$ cat src/rtl/core/rau_pkg.sv
// ----------------------------------------------------------------------------
// rau_pkg
// types, codes and controller/datapath interface for the rational arithmetic
// unit
// ----------------------------------------------------------------------------
package rau_pkg;

	typedef enum logic [3:0] {
		OP_NORM   = 4'd0,
		OP_ADD    = 4'd1,
		OP_SUB    = 4'd2,
		OP_MUL    = 4'd3,
		OP_DIV    = 4'd4,
		OP_EQ     = 4'd5,
		OP_LT     = 4'd6,
		OP_LE     = 4'd7,
		OP_GT     = 4'd8,
		OP_GE     = 4'd9,
		OP_TO_INT = 4'd10
	} opcode_t;

	localparam logic [1:0] KIND_FINITE = 2'd0;
	localparam logic [1:0] KIND_MAX    = 2'd1;
	localparam logic [1:0] KIND_MIN    = 2'd2;

	typedef struct packed {
		logic [3:0]         opcode;
		logic signed [31:0] a_num;
		logic signed [31:0] a_den;
		logic [1:0]         a_kind;
		logic signed [31:0] b_num;
		logic signed [31:0] b_den;
		logic [1:0]         b_kind;
	} req_t;

	typedef struct packed {
		logic signed [31:0] res_num;
		logic [30:0]        res_den;
		logic [1:0]         res_kind;
		logic               compare_true;
		logic               overflow;
	} rsp_t;

	typedef enum logic [1:0] {
		MUL_NONE,
		MUL_P1,
		MUL_P2,
		MUL_P3
	} mul_sel_t;

	typedef enum logic [1:0] {
		DIV_NUM,
		DIV_DEN,
		DIV_TOINT
	} div_sel_t;

	typedef enum logic [2:0] {
		RES_HOLD,
		RES_DIRECT,
		RES_CMP,
		RES_EMIT,
		RES_TOINT
	} res_sel_t;

	typedef struct packed {
		logic     load;
		mul_sel_t mul_sel;
		logic     combine;
		logic     gcd_step;
		logic     div_init;
		div_sel_t div_sel;
		logic     div_step;
		logic     take_n;
		res_sel_t res_sel;
	} cmd_t;

	typedef struct packed {
		logic direct;
		logic is_cmp;
		logic is_toint;
		logic gcd_done;
	} status_t;

endpackage

$ cat src/rtl/core/rau_ctrl.sv
// ----------------------------------------------------------------------------
// rau_ctrl
// sequencer: operand products, gcd reduction, quotient passes and handshakes
// ----------------------------------------------------------------------------
module rau_ctrl (
	input  logic             clk,
	input  logic             arst_n,
	input  logic             req_valid,
	output logic             req_stall,
	output logic             rsp_valid,
	input  logic             rsp_stall,
	output rau_pkg::cmd_t    cmd,
	input  rau_pkg::status_t st
);
	import rau_pkg::*;

	typedef enum logic [3:0] {
		S_IDLE,
		S_MUL1,
		S_MUL2,
		S_MUL3,
		S_DISPATCH,
		S_COMBINE,
		S_GCD,
		S_INITN,
		S_DIVN,
		S_INITD,
		S_DIVD,
		S_EMIT,
		S_INITQ,
		S_DIVQ,
		S_TOINT,
		S_OUT
	} state_t;

	state_t     state_q;
	logic [5:0] cnt_q;
	logic       accept;
	logic       last;

	assign accept = req_valid && !req_stall;
	assign last   = &cnt_q;

	always_comb begin
		cmd = '0;
		cmd.mul_sel = MUL_NONE;
		cmd.div_sel = DIV_NUM;
		cmd.res_sel = RES_HOLD;
		cmd.load    = accept;
		case (state_q)
			S_MUL1: cmd.mul_sel = MUL_P1;
			S_MUL2: cmd.mul_sel = MUL_P2;
			S_MUL3: cmd.mul_sel = MUL_P3;
			S_DISPATCH: begin
				if (st.direct) begin
					cmd.res_sel = RES_DIRECT;
				end else if (st.is_cmp) begin
					cmd.res_sel = RES_CMP;
				end
			end
			S_COMBINE: cmd.combine = 1'b1;
			S_GCD: cmd.gcd_step = !st.gcd_done;
			S_INITN: begin
				cmd.div_init = 1'b1;
				cmd.div_sel  = DIV_NUM;
			end
			S_INITD: begin
				cmd.div_init = 1'b1;
				cmd.div_sel  = DIV_DEN;
				cmd.take_n   = 1'b1;
			end
			S_INITQ: begin
				cmd.div_init = 1'b1;
				cmd.div_sel  = DIV_TOINT;
			end
			S_DIVN, S_DIVD, S_DIVQ: cmd.div_step = 1'b1;
			S_EMIT: cmd.res_sel = RES_EMIT;
			S_TOINT: cmd.res_sel = RES_TOINT;
			default: ;
		endcase
	end

	always_ff @(posedge clk or negedge arst_n) begin
		if (!arst_n) begin
			state_q   <= S_IDLE;
			cnt_q     <= '0;
			req_stall <= 1'b0;
			rsp_valid <= 1'b0;
		end else begin
			case (state_q)
				S_IDLE: begin
					if (accept) begin
						state_q   <= S_MUL1;
						req_stall <= 1'b1;
					end
				end
				S_MUL1: state_q <= S_MUL2;
				S_MUL2: state_q <= S_MUL3;
				S_MUL3: state_q <= S_DISPATCH;
				S_DISPATCH: begin
					if (st.direct || st.is_cmp) begin
						state_q   <= S_OUT;
						rsp_valid <= 1'b1;
					end else if (st.is_toint) begin
						state_q <= S_INITQ;
					end else begin
						state_q <= S_COMBINE;
					end
				end
				S_COMBINE: state_q <= S_GCD;
				S_GCD: begin
					if (st.gcd_done) begin
						state_q <= S_INITN;
					end
				end
				S_INITN, S_INITD, S_INITQ: begin
					cnt_q <= '0;
					state_q <= (state_q == S_INITN) ? S_DIVN :
						(state_q == S_INITD) ? S_DIVD : S_DIVQ;
				end
				S_DIVN, S_DIVD, S_DIVQ: begin
					cnt_q <= cnt_q + 6'd1;
					if (last) begin
						state_q <= (state_q == S_DIVN) ? S_INITD :
							(state_q == S_DIVD) ? S_EMIT : S_TOINT;
					end
				end
				S_EMIT, S_TOINT: begin
					state_q   <= S_OUT;
					rsp_valid <= 1'b1;
				end
				S_OUT: begin
					if (!rsp_stall) begin
						state_q   <= S_IDLE;
						rsp_valid <= 1'b0;
						req_stall <= 1'b0;
					end
				end
				default: state_q <= S_IDLE;
			endcase
		end
	end

endmodule

$ cat config.mk
export PLATFORM = sky130hd
export DESIGN_NAME = rau_ctrl
export DESIGN_NICKNAME = d
export VERILOG_FILES = /design/src/rtl/core/rau_pkg.sv /design/src/rtl/core/rau_ctrl.sv
export SDC_FILE = /design/constraint.sdc
export NUM_CORES = 1
export LEC_CHECK = 0
export BUFFER_PORTS_ARGS = -buffer_cell sky130_fd_sc_hd__buf_2
export CAP_MARGIN = 40
export CORE_ASPECT_RATIO = 1.1
export CORE_UTILIZATION = 55
export DETAILED_ROUTE_END_ITERATION = 12
export GPL_ROUTABILITY_DRIVEN = 0
export MAX_ROUTING_LAYER = met4
export PLACE_DENSITY = 0.81
export SLEW_MARGIN = 25
export SYNTH_ARGS = -nofsm -noshare
export SYNTH_HDL_FRONTEND = slang
export SYNTH_SLANG_ARGS = --single-unit
export TNS_END_PERCENT = 30
$ cat constraint.sdc
create_clock -name clk -period 4 [get_ports clk]
set_clock_uncertainty 0.15 [all_clocks]
set_input_delay 0.6 -clock clk [delete_from_list [all_inputs] [get_ports clk]]
set_output_delay 0.6 -clock clk [all_outputs]
set_load 0.05 [all_outputs]
==> metrics.yaml <==
timing:
  min_period_ns: 2.81
  finalSetupViolCount: 0
  setup_tns_ns: 0
  rsz0062_at_grt: "no"
  worst_slack_ns: 1.19
  slew_violations: 0
  worst_pin_slew_ns: 0.644
  period_share: 0.703
  fmaxAchievable_mhz: 356
  slew-limit-headroom: 0.571
  hold_viol: 0
clock_tree:
  cts.root.buffer_cell: "clkbuf_4"
  clk_latency_ns: 0.28
  cts_tree: "done"
  cts_buffer_depth: 2
  cts_setup_buffers: 0
  clk_pin_slew_ns: 0.07
  cts_max_level: 1
  cts_hold_buffers: 0
  numClockSinks: 12
  ctsResizeCount: 0
  cts_made_buffers: 3
setup_path:
  required_ns: 3.25
  critPathArrivalTime_ns: 2.06
  slowest_delay_ns: 0.76
  cp_top_family: "flip-flops"
  cp_cell_sequence: "nand2_1 -> nor3_1 -> or3_4 -> buf_2"
  crit_path_end_kind: "output port"
  crit_buf_inv: 1
  cp_slowest_cell: "dfrtp_1"
  start_kind: "flip-flop"
  crit_type: "reg2out"
  crit_fanout: 21
routing:
  antenna_left: 0
  dr.pass1.iters: 5
  drt-initial-drc-count: 20
  avgViaCountPerCell: 5.94
  totalWireLength_um: 2100
  drt-wirelength-per-cell_um: 13.3
  vias: 938
  drcViolationCount: 0
logic_synthesis:
  synthAdderAreaFrac: 0.0134
  synth_top_area_cell: "dfrtp_1"
  ys_top_cells_by_count: "nand2_1 (17), dfrtp_1 (12), nor2_1 (11)"
  syn_inst: 126
  synth_compound_area_frac: 0.255
  syn_avg_cell_area_sq_um: 7.40
  yosysUniqueCellTypes: 36
  syn_area_sq_um: 932
  synth_nets: 135
  synthMuxAreaShare: 0
  ys_warn_count: 0
  seq_area_frac_synth: 0.322
  synth_xor_xnor_area_share: 0.00940
  yosys.area_share.simple: 0.313
  synth.most_common_cell: "nand2_1"
  synth_edf_count: 0
  ys_seq_elements: 12
  synth_top_family_by_area: "simple AND/OR/NAND/NOR gates"
  yosys-top-cells-area: "dfrtp_1 (32%), nand2_1 (6.8%), a21oi_1 (5.4%)"
  synthArstFlopShare: 1.00
  yosys.area.top_type_share: 0.322
  synth_ff_type: "dfrtp_1"
power_and_ir_drop:
  p_comb_frac: 0.616
  p_sw_mw: 0.540
  vdd.ir_drop.worst_mv: 0.509
  power.density_nw_per_um2: 879
  pwr-share-clk: 0.083
  switching_share: 0.598
  p_int_mw: 0.363
  leakagePower_nw: 0.502
  seqPwrFrac: 0.301
die:
  coreArea_sq_um: 1580
  start_util: 0.591
  die_w_um: 41.3
  dieArea_sq_um: 1860
  die_h_um: 45.2
  ios: 23
  rows: 15
global_route:
  grt-ovfl-total: 0
  antenna_found_initial: 0
  grt_util_all_layers: 0.272
  grt_pass1_vias: 768
  grt_max_degree: 23
  grt_pass1_wl_um: 3270
layout:
  areaGrowthSynthToFinish_pct: 10.2
  fill_cells: 144
  post-route-util: 0.652
  fin_nets: 152
  seqCellArea_sq_um: 300
  multi_input_area_sq_um: 551
  final_area_sq_um: 1030
  diodes: 0
  drive_gt1_frac: 0.227
hold_path:
  hp-class: "in2async"
place:
  placed_cell_area_sq_um: 1000
  io_buffers: 22
  pre_cts_ws_ns: 1.53
  dp_hpwl_um: 1540
status:
  status: "completed"
job:
  max-cap-violations: 0
## cell usage in the layout (no fill, tap or decap), types with 2 or more instances in the layout
cell type | netlist | routed
inv_1 | 4 | 4
nor3_1 | 9 | 9
a21oi_1 | 10 | 10
o22ai_1 | 4 | 4
nand2_1 | 17 | 17
clkbuf_4 | 0 | 3
nor2_1 | 11 | 11
nand3_1 | 4 | 4
o21ai_1 | 6 | 6
a21o_1 | 2 | 2
nand2b_1 | 4 | 4
o21ai_0 | 8 | 8
inv_2 | 2 | 2
o31ai_1 | 3 | 3
dfrtp_1 | 12 | 12
buf_2 | 5 | 22
nand3b_1 | 2 | 2
## layer usage
layer,wire (um),track usage,vias to the layer above
li1,-,-,475
met1,946,0.317,422
met2,973,0.431,36
met3,132,0.0542,5
met4,42,0.135,0
met5,0,-,-
## kinds of logic after synthesis
group                    count (synthesis)
adder cells (fa/ha/maj)                  1
XOR/XNOR                                 1
AO/OA/AOI/OAI                           39
AND/OR/NAND/NOR                         57
flip-flops                              12
buffers and inverters                   16
## power by group through the flow
stage / registers [mW] / logic [mW] / clock network (mW)
floorplan: 0.219 / 0.519 / 0
global placement: 0.270 / 0.552 / 0
detailed placement: 0.273 / 0.556 / 0
CTS: 0.269 / 0.559 / 0.0753
global route: 0.286 / 0.611 / 0.0824
finish: 0.272 / 0.556 / 0.0752
## sequential cells by signal, indices dropped and copies added, names as in the netlist
register and count:
rsp_valid 1, cnt_q 6, state_q 4, req_stall 1
## through the flow
stage          cells  hold WS (ns)  total power [mW]
2_1_floorplan    126         0.154             0.737
3_3_place_gp     155         0.343             0.822
3_5_place_dp     155         0.351             0.829
4_1_cts          158        0.0600             0.903
5_1_grt          158        0.0559             0.979
6_report         158        0.0331             0.903
## cell type report
type                            instances  share of cell area
Multi-Input combinational cell         98               0.536
Sequential cell                        12               0.292
Timing Repair Buffer                   22               0.107
Clock buffer                            3              0.0219
Inverter                                6              0.0219
Tap cell                               17              0.0207
## path summary, 6_finish.rpt
path                       depth (start not counted)                   start                      to  slack (ns)
max in group asynchronous                          1                  arst_n  state_q[0]$_DFFE_PN0P_        3.45
setup / recovery                                   4  state_q[2]$_DFFE_PN0P_                  cmd[7]        1.19
min in group clk                                   1    cnt_q[2]$_DFFE_PN0P_    cnt_q[2]$_DFFE_PN0P_        0.36
hold / removal                                     1                  arst_n  state_q[1]$_DFFE_PN0P_        0.03
setup reg to reg                                   5  state_q[2]$_DFFE_PN0P_    cnt_q[5]$_DFFE_PN0P_        2.13
hold reg to reg                                    1    cnt_q[2]$_DFFE_PN0P_    cnt_q[2]$_DFFE_PN0P_        0.36
No activity file was read; power rests on OpenSTA's default activity.
